===== src/rtl/slskc_pkg.sv =====
`default_nettype none

package slskc_pkg;

    localparam int SAMPLE_BITS_DEF    = 24;
    localparam int LOG_TABLE_BITS_DEF = 8;

    localparam int CFG_W     = 16;
    localparam int CFG_IDX_W = 3;
    localparam int RED_W     = 14;
    localparam int COMB_W    = 33;

    localparam int DIV_DVD_W = 43;
    localparam int DIV_DVS_W = 31;
    localparam int DIV_Q_W   = 17;
    localparam int DIV_CNT_W = 5;

    localparam int DIV_SLOPE_ITERS = 17;
    localparam int DIV_KNEE_ITERS  = 12;

    localparam int RED_MAX      = 15360;
    localparam int AUTO_REL_MIN = 1536;
    localparam int SILENCE_DB   = 32768;
    localparam int DB_SCALE     = 394566;
    localparam int EXP_SCALE    = 10885;
    localparam int METER_KEEP   = 58982;
    localparam int METER_NEW    = 6554;

    localparam logic [14:0] THRESHOLD_RST = 15'd27648;
    localparam logic [12:0] RATIO_RST     = 13'd1024;
    localparam logic [11:0] KNEE_RST      = 12'd0;
    localparam logic [15:0] ATTACK_RST    = 16'd6554;
    localparam logic [15:0] RELEASE_RST   = 16'd66;
    localparam logic [15:0] SLOW_REL_RST  = 16'd33;
    localparam logic [15:0] MAKEUP_RST    = 16'd4096;
    localparam logic [1:0]  MODE_RST      = 2'd0;

    typedef enum logic [CFG_IDX_W-1:0] {
        CFG_THRESHOLD    = 3'd0,
        CFG_RATIO        = 3'd1,
        CFG_KNEE         = 3'd2,
        CFG_ATTACK       = 3'd3,
        CFG_RELEASE      = 3'd4,
        CFG_SLOW_RELEASE = 3'd5,
        CFG_MAKEUP       = 3'd6,
        CFG_MODE         = 3'd7
    } t_cfg_idx;

    typedef enum logic [4:0] {
        OP_NOP, OP_LOAD, OP_ENV, OP_LZ, OP_DB, OP_MAG, OP_SLOPE_GO, OP_GC1, OP_GC2,
        OP_KNEE_GO, OP_GFIN, OP_AREL, OP_EXP0, OP_EXPI, OP_GQ, OP_COMB, OP_SCL,
        OP_SCR, OP_SATR, OP_MET1, OP_MET2, OP_OUT
    } t_op;

    typedef struct packed {
        t_op  op;
        logic out_take;
    } t_cmd;

    typedef struct packed {
        logic bypass;
        logic last;
        logic lz_done;
        logic div_busy;
        logic soft_mid;
        logic exp_last;
    } t_status;

    function automatic logic [63:0] isqrt64(input logic [63:0] v_in);
        logic [63:0] v;
        logic [63:0] r;
        logic [63:0] b;
        v = v_in;
        r = 64'd0;
        b = 64'h4000_0000_0000_0000;
        for (int i = 0; i < 32; i++) begin
            if (b > v) b = b >> 2;
        end
        for (int i = 0; i < 32; i++) begin
            if (b != 64'd0) begin
                if (v >= r + b) begin
                    v = v - (r + b);
                    r = (r >> 1) + b;
                end else begin
                    r = r >> 1;
                end
                b = b >> 2;
            end
        end
        return r;
    endfunction

    function automatic logic [15:0] log_entry(input int idx, input int lb);
        logic [63:0] m;
        logic [15:0] r;
        m = (64'd1 << lb) + 64'(idx);
        m = m << (30 - lb);
        r = 16'd0;
        for (int k = 0; k < 16; k++) begin
            m = (m * m) >> 30;
            r = {r[14:0], 1'b0};
            if (m >= 64'h8000_0000) begin
                r[0] = 1'b1;
                m = m >> 1;
            end
        end
        return r;
    endfunction

    function automatic logic [30:0] exp_root(input int k);
        logic [63:0] r;
        r = isqrt64(64'd1 << 59);
        for (int j = 1; j < 16; j++) begin
            if (j <= k) r = isqrt64(r << 30);
        end
        return r[30:0];
    endfunction

endpackage

`default_nettype wire


===== src/rtl/slskc_ctrl.sv =====
`default_nettype none

module slskc_ctrl (
    input  wire logic                 i_clk,
    input  wire logic                 i_rst_n,
    input  wire logic                 i_valid,
    output logic                      o_ready,
    output logic                      o_valid,
    input  wire logic                 i_ready,
    input  wire slskc_pkg::t_status   i_st,
    output slskc_pkg::t_cmd           o_cmd
);

    typedef enum logic [22:0] {
        S_IDLE = 23'h1,
        S_ENV  = 23'h1 << 1,
        S_LZ   = 23'h1 << 2,
        S_DB   = 23'h1 << 3,
        S_MAG  = 23'h1 << 4,
        S_SLG  = 23'h1 << 5,
        S_SLW  = 23'h1 << 6,
        S_GC1  = 23'h1 << 7,
        S_GC2  = 23'h1 << 8,
        S_KDG  = 23'h1 << 9,
        S_KDW  = 23'h1 << 10,
        S_GFIN = 23'h1 << 11,
        S_AREL = 23'h1 << 12,
        S_EXP0 = 23'h1 << 13,
        S_EXPI = 23'h1 << 14,
        S_GQ   = 23'h1 << 15,
        S_COMB = 23'h1 << 16,
        S_SCL  = 23'h1 << 17,
        S_SCR  = 23'h1 << 18,
        S_SATR = 23'h1 << 19,
        S_MET1 = 23'h1 << 20,
        S_MET2 = 23'h1 << 21,
        S_FIN  = 23'h1 << 22
    } t_state;

    t_state r_state;
    t_state n_state;
    logic   r_ovalid;
    logic   n_ovalid;
    logic   take;

    assign take = !r_ovalid || i_ready;

    always_comb begin
        n_state        = r_state;
        n_ovalid       = r_ovalid && !i_ready;
        o_cmd.op       = slskc_pkg::OP_NOP;
        o_cmd.out_take = 1'b0;
        case (r_state)
            S_IDLE: begin
                if (i_valid) begin
                    o_cmd.op = slskc_pkg::OP_LOAD;
                    n_state  = i_st.bypass ? S_FIN : S_ENV;
                end
            end
            S_ENV: begin
                o_cmd.op = slskc_pkg::OP_ENV;
                n_state  = S_LZ;
            end
            S_LZ: begin
                o_cmd.op = slskc_pkg::OP_LZ;
                if (i_st.lz_done) n_state = S_DB;
            end
            S_DB: begin
                o_cmd.op = slskc_pkg::OP_DB;
                n_state  = S_MAG;
            end
            S_MAG: begin
                o_cmd.op = slskc_pkg::OP_MAG;
                n_state  = S_SLG;
            end
            S_SLG: begin
                o_cmd.op = slskc_pkg::OP_SLOPE_GO;
                n_state  = S_SLW;
            end
            S_SLW: begin
                if (!i_st.div_busy) n_state = S_GC1;
            end
            S_GC1: begin
                o_cmd.op = slskc_pkg::OP_GC1;
                n_state  = S_GC2;
            end
            S_GC2: begin
                o_cmd.op = slskc_pkg::OP_GC2;
                n_state  = i_st.soft_mid ? S_KDG : S_GFIN;
            end
            S_KDG: begin
                o_cmd.op = slskc_pkg::OP_KNEE_GO;
                n_state  = S_KDW;
            end
            S_KDW: begin
                if (!i_st.div_busy) n_state = S_GFIN;
            end
            S_GFIN: begin
                o_cmd.op = slskc_pkg::OP_GFIN;
                n_state  = S_AREL;
            end
            S_AREL: begin
                o_cmd.op = slskc_pkg::OP_AREL;
                n_state  = S_EXP0;
            end
            S_EXP0: begin
                o_cmd.op = slskc_pkg::OP_EXP0;
                n_state  = S_EXPI;
            end
            S_EXPI: begin
                o_cmd.op = slskc_pkg::OP_EXPI;
                if (i_st.exp_last) n_state = S_GQ;
            end
            S_GQ: begin
                o_cmd.op = slskc_pkg::OP_GQ;
                n_state  = S_COMB;
            end
            S_COMB: begin
                o_cmd.op = slskc_pkg::OP_COMB;
                n_state  = S_SCL;
            end
            S_SCL: begin
                o_cmd.op = slskc_pkg::OP_SCL;
                n_state  = S_SCR;
            end
            S_SCR: begin
                o_cmd.op = slskc_pkg::OP_SCR;
                n_state  = S_SATR;
            end
            S_SATR: begin
                o_cmd.op = slskc_pkg::OP_SATR;
                n_state  = i_st.last ? S_MET1 : S_FIN;
            end
            S_MET1: begin
                o_cmd.op = slskc_pkg::OP_MET1;
                n_state  = S_MET2;
            end
            S_MET2: begin
                o_cmd.op = slskc_pkg::OP_MET2;
                n_state  = S_FIN;
            end
            S_FIN: begin
                if (take) begin
                    o_cmd.op       = slskc_pkg::OP_OUT;
                    o_cmd.out_take = 1'b1;
                    n_ovalid       = 1'b1;
                    n_state        = S_IDLE;
                end
            end
            default: begin
                n_state = S_IDLE;
            end
        endcase
    end

    always_ff @(posedge i_clk) begin
        if (!i_rst_n) begin
            r_state  <= S_IDLE;
            r_ovalid <= 1'b0;
        end else begin
            r_state  <= n_state;
            r_ovalid <= n_ovalid;
        end
    end

    assign o_ready = r_state == S_IDLE;
    assign o_valid = r_ovalid;

`ifndef NO_ASSERTIONS
    a_bypass_skips: assert property (@(posedge i_clk) disable iff (!i_rst_n)
        (r_state == S_IDLE && i_valid && i_st.bypass) |=> r_state == S_FIN)
        else $error("bypass transaction did not go straight to output");
    a_div_wait: assert property (@(posedge i_clk) disable iff (!i_rst_n)
        (r_state == S_SLW && !i_st.div_busy) |=> r_state == S_GC1)
        else $error("slope division wait did not release");
    a_fin_loads: assert property (@(posedge i_clk) disable iff (!i_rst_n)
        (r_state == S_FIN && !r_ovalid) |=> (r_ovalid && r_state == S_IDLE))
        else $error("finished result not loaded into empty output");
    a_out_from_fin: assert property (@(posedge i_clk) disable iff (!i_rst_n)
        $rose(r_ovalid) |-> $past(r_state == S_FIN))
        else $error("output became valid outside the finish step");
`endif

endmodule

`default_nettype wire


===== config.mk =====
export PLATFORM = sky130hd
export DESIGN_NAME = slskc_ctrl
export DESIGN_NICKNAME = d
export VERILOG_FILES = /design/src/rtl/slskc_pkg.sv /design/src/rtl/slskc_ctrl.sv
export SDC_FILE = /design/constraint.sdc
export NUM_CORES = 1
export LEC_CHECK = 0
export ABC_AREA = 1
export ABC_CLOCK_PERIOD_IN_PS = 4280
export BUFFER_PORTS_ARGS = -buffer_cell sky130_fd_sc_hd__buf_2
export CAP_MARGIN = 10
export CORE_MARGIN = 10
export CORE_UTILIZATION = 30
export DETAILED_ROUTE_END_ITERATION = 10
export GPL_TIMING_DRIVEN = 0
export SETUP_SLACK_MARGIN = 0.2
export SLEW_MARGIN = 0
export SYNTH_ARGS = -nofsm -noshare
export SYNTH_HDL_FRONTEND = slang
export SYNTH_SLANG_ARGS = --single-unit

===== constraint.sdc =====
create_clock -name i_clk -period 4.28 [get_ports i_clk]
set_clock_uncertainty 0.05 [all_clocks]
set_input_delay 0.428 -clock i_clk [delete_from_list [all_inputs] [get_ports i_clk]]
set_output_delay 0.428 -clock i_clk [all_outputs]
set_load 0.02 [all_outputs]

==> results of run 1 <==
worst max-delay path, cell delays in order, from the launching register on:
cell and delay [ps]:
dfxtp_1 320, nor2_1 230, nand2_2 180, nor2_8 230, nand2_2 120, nor2_1 200, nand3b_1 160, nand3b_1 150
buf_2 180
per-stage QoR:
step                setup WS, ps  hold WS [ps]  total power, mW
finish                      1750           368             1.34
global route                1550           357             1.44
CTS                         1740           356             1.35
detailed placement          2070           467             1.14
global placement            2050           458             1.14
floorplan                   2200           441            0.956
power by group through the flow:
stage,clock (mW),sequential (mW),combinational [mW]
floorplan,0,0.285,0.671
global placement,0,0.287,0.848
detailed placement,0,0.289,0.851
CTS,0.213,0.283,0.854
global route,0.223,0.288,0.928
finish,0.208,0.283,0.851
cell type report:
cell class	instances	area, µm²
buffer	5	66.3
tap	75	93.8
sequential	24	480
multi-input combinational	196	1150
fill	652	3860
clock inverter	1	30.0
timing repair buffer	16	80.1
inverter	48	180
clock buffer	3	41.3
kinds of logic after synthesis:
kind of cell / count (synthesis)
simple gates: 186
flops: 24
compound gates: 10
buf+inv: 53
Yosys cell counts (2+ instances only):
cell type | n | area (µm²)
inv_2 | 14 | 52.6
nand3b_1 | 5 | 37.5
buf_12 | 2 | 40.0
nand3_2 | 13 | 130
nand2_2 | 7 | 43.8
nand3_1 | 28 | 140
nand2_4 | 5 | 56.3
dfxtp_1 | 24 | 480
inv_1 | 34 | 128
nor2_4 | 10 | 113
nand2_1 | 34 | 128
buf_4 | 2 | 15.0
nand3_4 | 2 | 35.0
nor3_1 | 6 | 30.0
a21oi_1 | 4 | 20.0
nor3b_1 | 2 | 15.0
nor2_8 | 3 | 60.1
nand4_1 | 6 | 37.5
nor2_1 | 52 | 195
nor2_2 | 10 | 62.6
o21ai_0 | 4 | 20.0
state kept, by name, summed over array words and instances, names as in the netlist:
| name | flops |
|---|---|
| r_state | 23 |
| o_valid | 1 |
layer usage:
metal / global-route usage [%] / vias up
met4: 2.32 / 0
met5: 0 / -
met2: 15.1 / 21
met3: 2.15 / 2
met1: 11.9 / 759
li1: - / 897
worst max path at each step:
stage | start | to | cells after the start
6_report | r_state[0] | o_cmd[4] | 8
2_1_floorplan | r_state[12] | o_cmd[1] | 8
3_3_place_gp | r_state[0] | o_cmd[4] | 8
5_1_grt | r_state[0] | o_cmd[2] | 12
4_1_cts | r_state[0] | o_cmd[2] | 12
3_5_place_dp | r_state[0] | o_cmd[2] | 12
==> impl_metrics.py, run 1 <==
metrics = {
    "run_status": {
        "status": "finished, final reports clean",
    },
    "critical_path": {
        "cp.arrival_ps": 2050,
        "crit_type": "reg2out",
        "rrSetupSlack_ps": 2410,
        "crit_fanout": 9,
        "reg2reg_from": "r_state[0]",
        "r2r_cells": 11,
        "crit_required_ps": 3800,
        "reg2reg_to": "r_state[19]",
        "cp-end-kind": "output port",
        "worstSetupStartpointType": "flip-flop",
    },
    "min_path": {
        "holdPathStages": 3,
        "hold_end": "r_state[1]",
        "min-delay-start": "i_st[5]",
        "hold_class": "in2reg",
    },
    "clock_tree": {
        "cts_made_buffers": 3,
        "cts_tree": "built",
        "cts_resized": 0,
        "clock_latency_ps": 280,
        "cts_num_sinks": 24,
        "clk_pin_slew_ps": 100,
        "cts_setup_buffers": 0,
        "root_buffer": "clkbuf_8",
        "htree_num_levels": 1,
        "clockBufferDepth": 2,
        "cts_hold_buf": 0,
    },
    "pwr": {
        "swShare_pct": 50.1,
        "powerDensity_mw_per_mm2": 631,
        "internal_power_mw": 0.669,
        "p_clk_share_pct": 15.5,
        "p_leak_nw": 1.07,
        "combPwrFrac_pct": 63.4,
        "p_seq_share_pct": 21.1,
        "peakVddDrop_mv": 0.317,
        "net-switching-power_mw": 0.672,
    },
    "yosys": {
        "syn_inst": 273,
        "synthAdderAreaFrac_pct": 0,
        "synthMuxAreaShare_pct": 0,
        "synth_top_family_by_area": "simple AND/OR/NAND/NOR gates",
        "ys_seq_area_share_pct": 25.5,
        "synth.distinct_cells": 27,
        "synth_async_sr_flop_share_pct": 0,
        "syn_nets": 283,
        "yosysWarningCount": 0,
        "syn_area_mm2": 0.00188,
        "synth-edff-count": 0,
        "synth-compound-area-share_pct": 2.79,
        "synth_area_per_cell_um2": 6.89,
        "ys_seq_elements": 24,
        "ys.flop_type": "dfxtp_1",
        "synthXorXnorAreaFrac_pct": 0,
        "synthSimpleGateAreaFrac_pct": 58.6,
    },
    "die": {
        "initial_core_util_pct": 31.4,
        "row_count": 28,
        "die_area_mm2": 0.00984,
        "io_pins": 18,
        "fp.coreArea_mm2": 0.00599,
        "fp.dieW_um": 99.2,
        "die_h_um": 99.2,
    },
    "timing": {
        "worst_slew_pin_slew_ps": 356,
        "maxSlewViolCount": 0,
        "setup_viol": 0,
        "slew_headroom_pct": 76.1,
        "period_needed_ps": 2530,
        "grt_setup_unrepaired": "no",
        "tns_ps": 0,
        "finalHoldViolCount": 0,
        "post-route-period-util_pct": 59.0,
        "fmax_mhz": 396,
    },
    "place": {
        "globalplace.congestion": 0.863,
        "io_buffers": 16,
        "placed_cell_area_mm2": 0.00206,
        "dp_hpwl_um": 3650,
        "placed_cells": 364,
    },
    "routing": {
        "antenna_left": 0,
        "dr.pass1.iters": 4,
        "wl_met3_um": 205,
        "wl_met1_um": 2160,
        "drc": 0,
        "dr.first_iter.drc_count": 81,
        "highest_layer": "met4",
        "wl_um": 4510,
        "num_vias": 1679,
        "via_per_inst": 4.56,
        "avgRoutedWirePerCell_um": 12.3,
        "wl_met2_um": 2130,
    },
    "global_route": {
        "grt_use_total_pct": 9.24,
        "grt-ovfl-total": 0,
        "grt_pass1_vias": 1571,
        "grt_first_pass_wirelength_um": 7560,
        "antenna_found_initial": 0,
        "grt_max_degree": 15,
    },
    "finish": {
        "postLayoutCellArea_mm2": 0.00213,
        "drive_gt1_share_pct": 30.7,
        "finalNonFillerCells": 368,
        "syn_to_final_growth_pct": 13.0,
        "nets": 304,
        "final_cell_mix": "nor2_1, inv_1, nand2_1",
        "post-route-util_pct": 35.5,
        "layout_commonest_cell": "nor2_1",
        "antenna_cells": 0,
    },
    "job": {
        "maxCapViolCount": 0,
    },
}
Power figures use the tool's default switching activity.
==> run 2: changes to the inputs <==
- ABC_CLOCK_PERIOD_IN_PS: 4280 -> 2200
- clock period: 4.28 -> 2.2 ns (I/O delays scaled with it)
==> run 2 against run 1 <==
Worst hold slack lost 220 ps; total power grew 140%; clock power grew 97%; wire length grew 17%; combinational power grew to 2.6 times the previous value; critical endpoint unchanged; largest cell class unchanged; highest routed layer unchanged.
==> impl_metrics.py, run 2 (synthesized netlist as in run 1, its figures left out) <==
metrics = {
    "finish": {
        "finalNonFillerCells": 408,
        "layout_commonest_cell": "nor2_1",
        "antenna_cells": 0,
        "top_register": "r_state",
        "drive_gt1_share_pct": 51.7,
        "post-route-util_pct": 44.4,
        "final_cell_mix": "nor2_1, buf_4, nand2_1",
        "nets": 344,
        "syn_to_final_growth_pct": 41.4,
        "largest_reg_flops": 23,
    },
    "critical_path": {
        "crit_chain": "nor2_4 > nand2_4 > nor2_4 > buf_8 > nand2_8 > or2_1 > nand3b_1 > nand3b_1 > buf_6",
        "slowest_delay_ps": 350,
        "crit_required_ps": 1930,
        "r2r_cells": 13,
        "critPathSlowestCell": "dfxtp_2",
        "crit_fanout": 6,
        "worstSetupStartpointType": "flip-flop",
        "cp-end-kind": "output port",
        "crit_type": "reg2out",
        "cp.arrival_ps": 1860,
    },
    "clock_tree": {
        "root_buffer": "clkbuf_8",
        "clockBufferDepth": 2,
        "cts_tree": "built",
        "clk_pin_slew_ps": 100,
        "htree_num_levels": 1,
        "cts_num_sinks": 24,
        "cts_hold_buf": 0,
        "cts_made_buffers": 3,
        "clock_latency_ps": 280,
    },
    "pwr": {
        "net-switching-power_mw": 1.50,
        "internal_power_mw": 1.68,
        "swShare_pct": 47.2,
        "p_leak_nw": 1.31,
        "peakVddDrop_mv": 0.613,
        "p_clk_share_pct": 12.9,
        "p_seq_share_pct": 18.1,
        "finalPower_mw": 3.18,
        "combPwrFrac_pct": 69.0,
        "powerDensity_mw_per_mm2": 1200,
    },
    "timing": {
        "tns_ps": 0,
        "worst_slew_pin_slew_ps": 415,
        "finalHoldViolCount": 0,
        "grt_setup_unrepaired": "yes",
        "slew_headroom_pct": 72.0,
        "setup_viol": 0,
        "period_needed_ps": 2130,
        "hold_slack_ps": 144,
        "maxSlewViolCount": 0,
        "fmax_mhz": 468,
        "post-route-period-util_pct": 97.0,
    },
    "global_route": {
        "grt_max_degree": 15,
        "antenna_found_initial": 0,
        "grt_use_total_pct": 10.4,
        "grt_first_pass_wirelength_um": 8580,
        "grt-ovfl-total": 0,
        "grt_pass1_vias": 1853,
    },
    "routing": {
        "num_vias": 1938,
        "via_per_inst": 4.75,
        "wl_um": 5250,
        "antenna_left": 0,
        "drc": 0,
        "dr.pass1.iters": 5,
        "dr.first_iter.drc_count": 90,
        "avgRoutedWirePerCell_um": 12.9,
    },
    "die": {
        "fp.dieW_um": 99.2,
        "initial_core_util_pct": 31.4,
        "die_h_um": 99.2,
        "fp.coreArea_mm2": 0.00599,
        "die_area_mm2": 0.00984,
        "row_count": 28,
        "io_pins": 18,
    },
    "place": {
        "io_buffers": 16,
        "dp_hpwl_um": 3650,
        "placed_cells": 364,
        "globalplace.congestion": 0.863,
    },
    "min_path": {
        "hold_class": "in2reg",
        "holdPathStages": 3,
    },
    "job": {
        "maxCapViolCount": 0,
    },
    "run_status": {
        "status": "finished, final reports clean",
    },
}
run 2: changes by cell type in the layout (fill, tap and decap cells not counted), sizes merged:
cell,before,now
buf,21,61
run 2: worst max-delay path, delay by kind of cell (launching register included):
family	cells	cell delay [ps]
AND/OR/NAND/NOR	7	950
flip-flops	1	350
buffers and inverters	2	290
run 2: metal layers:
metal / global-route usage [%] / wire length (µm)
met5: 0 / 0
met1: 12.2 / 2200
met4: 2.87 / 36
met2: 18.2 / 2710
met3: 2.49 / 308
run 2: final timing paths:
path / endpoint / start / slack, ps
min reg2reg: r_state[10] / r_state[10] / 480
max: o_cmd[4] / r_state[21] / 70
max reg2reg: r_state[19] / r_state[6] / 300
min: r_state[1] / i_st[5] / 140
run 2: through the flow:
step	setup WS (ps)	area, µm²
after detailed placement	199	2060
after global placement	173	2060
after floorplan	328	1880
final	65.4	2660
after CTS	118	2500
after global routing	14.0	2660
run 2: final cells by class:
class / count / area [µm²]
clock buffer: 3 / 41.3
timing repair buffer: 56 / 438
clock inverter: 1 / 30.0
fill: 581 / 3330
multi-input combinational: 196 / 1290
sequential: 24 / 513
tap: 75 / 93.8
buffer: 5 / 70.1
inverter: 48 / 183
run 2: power by group through the flow:
stage                     logic (mW)  clock network, mW  registers, mW
final                           2.19              0.410          0.576
after global routing            2.35              0.432          0.585
after CTS                       2.00              0.414          0.574
after detailed placement        1.66                  0          0.561
after global placement          1.65                  0          0.559
after floorplan                 1.31                  0          0.554
run 2: what timing repair did:
item	CTS	global route
pin swaps	12	14
setup endpoints to repair	6	6
gates resized for setup	58	17
setup buffers	26	14
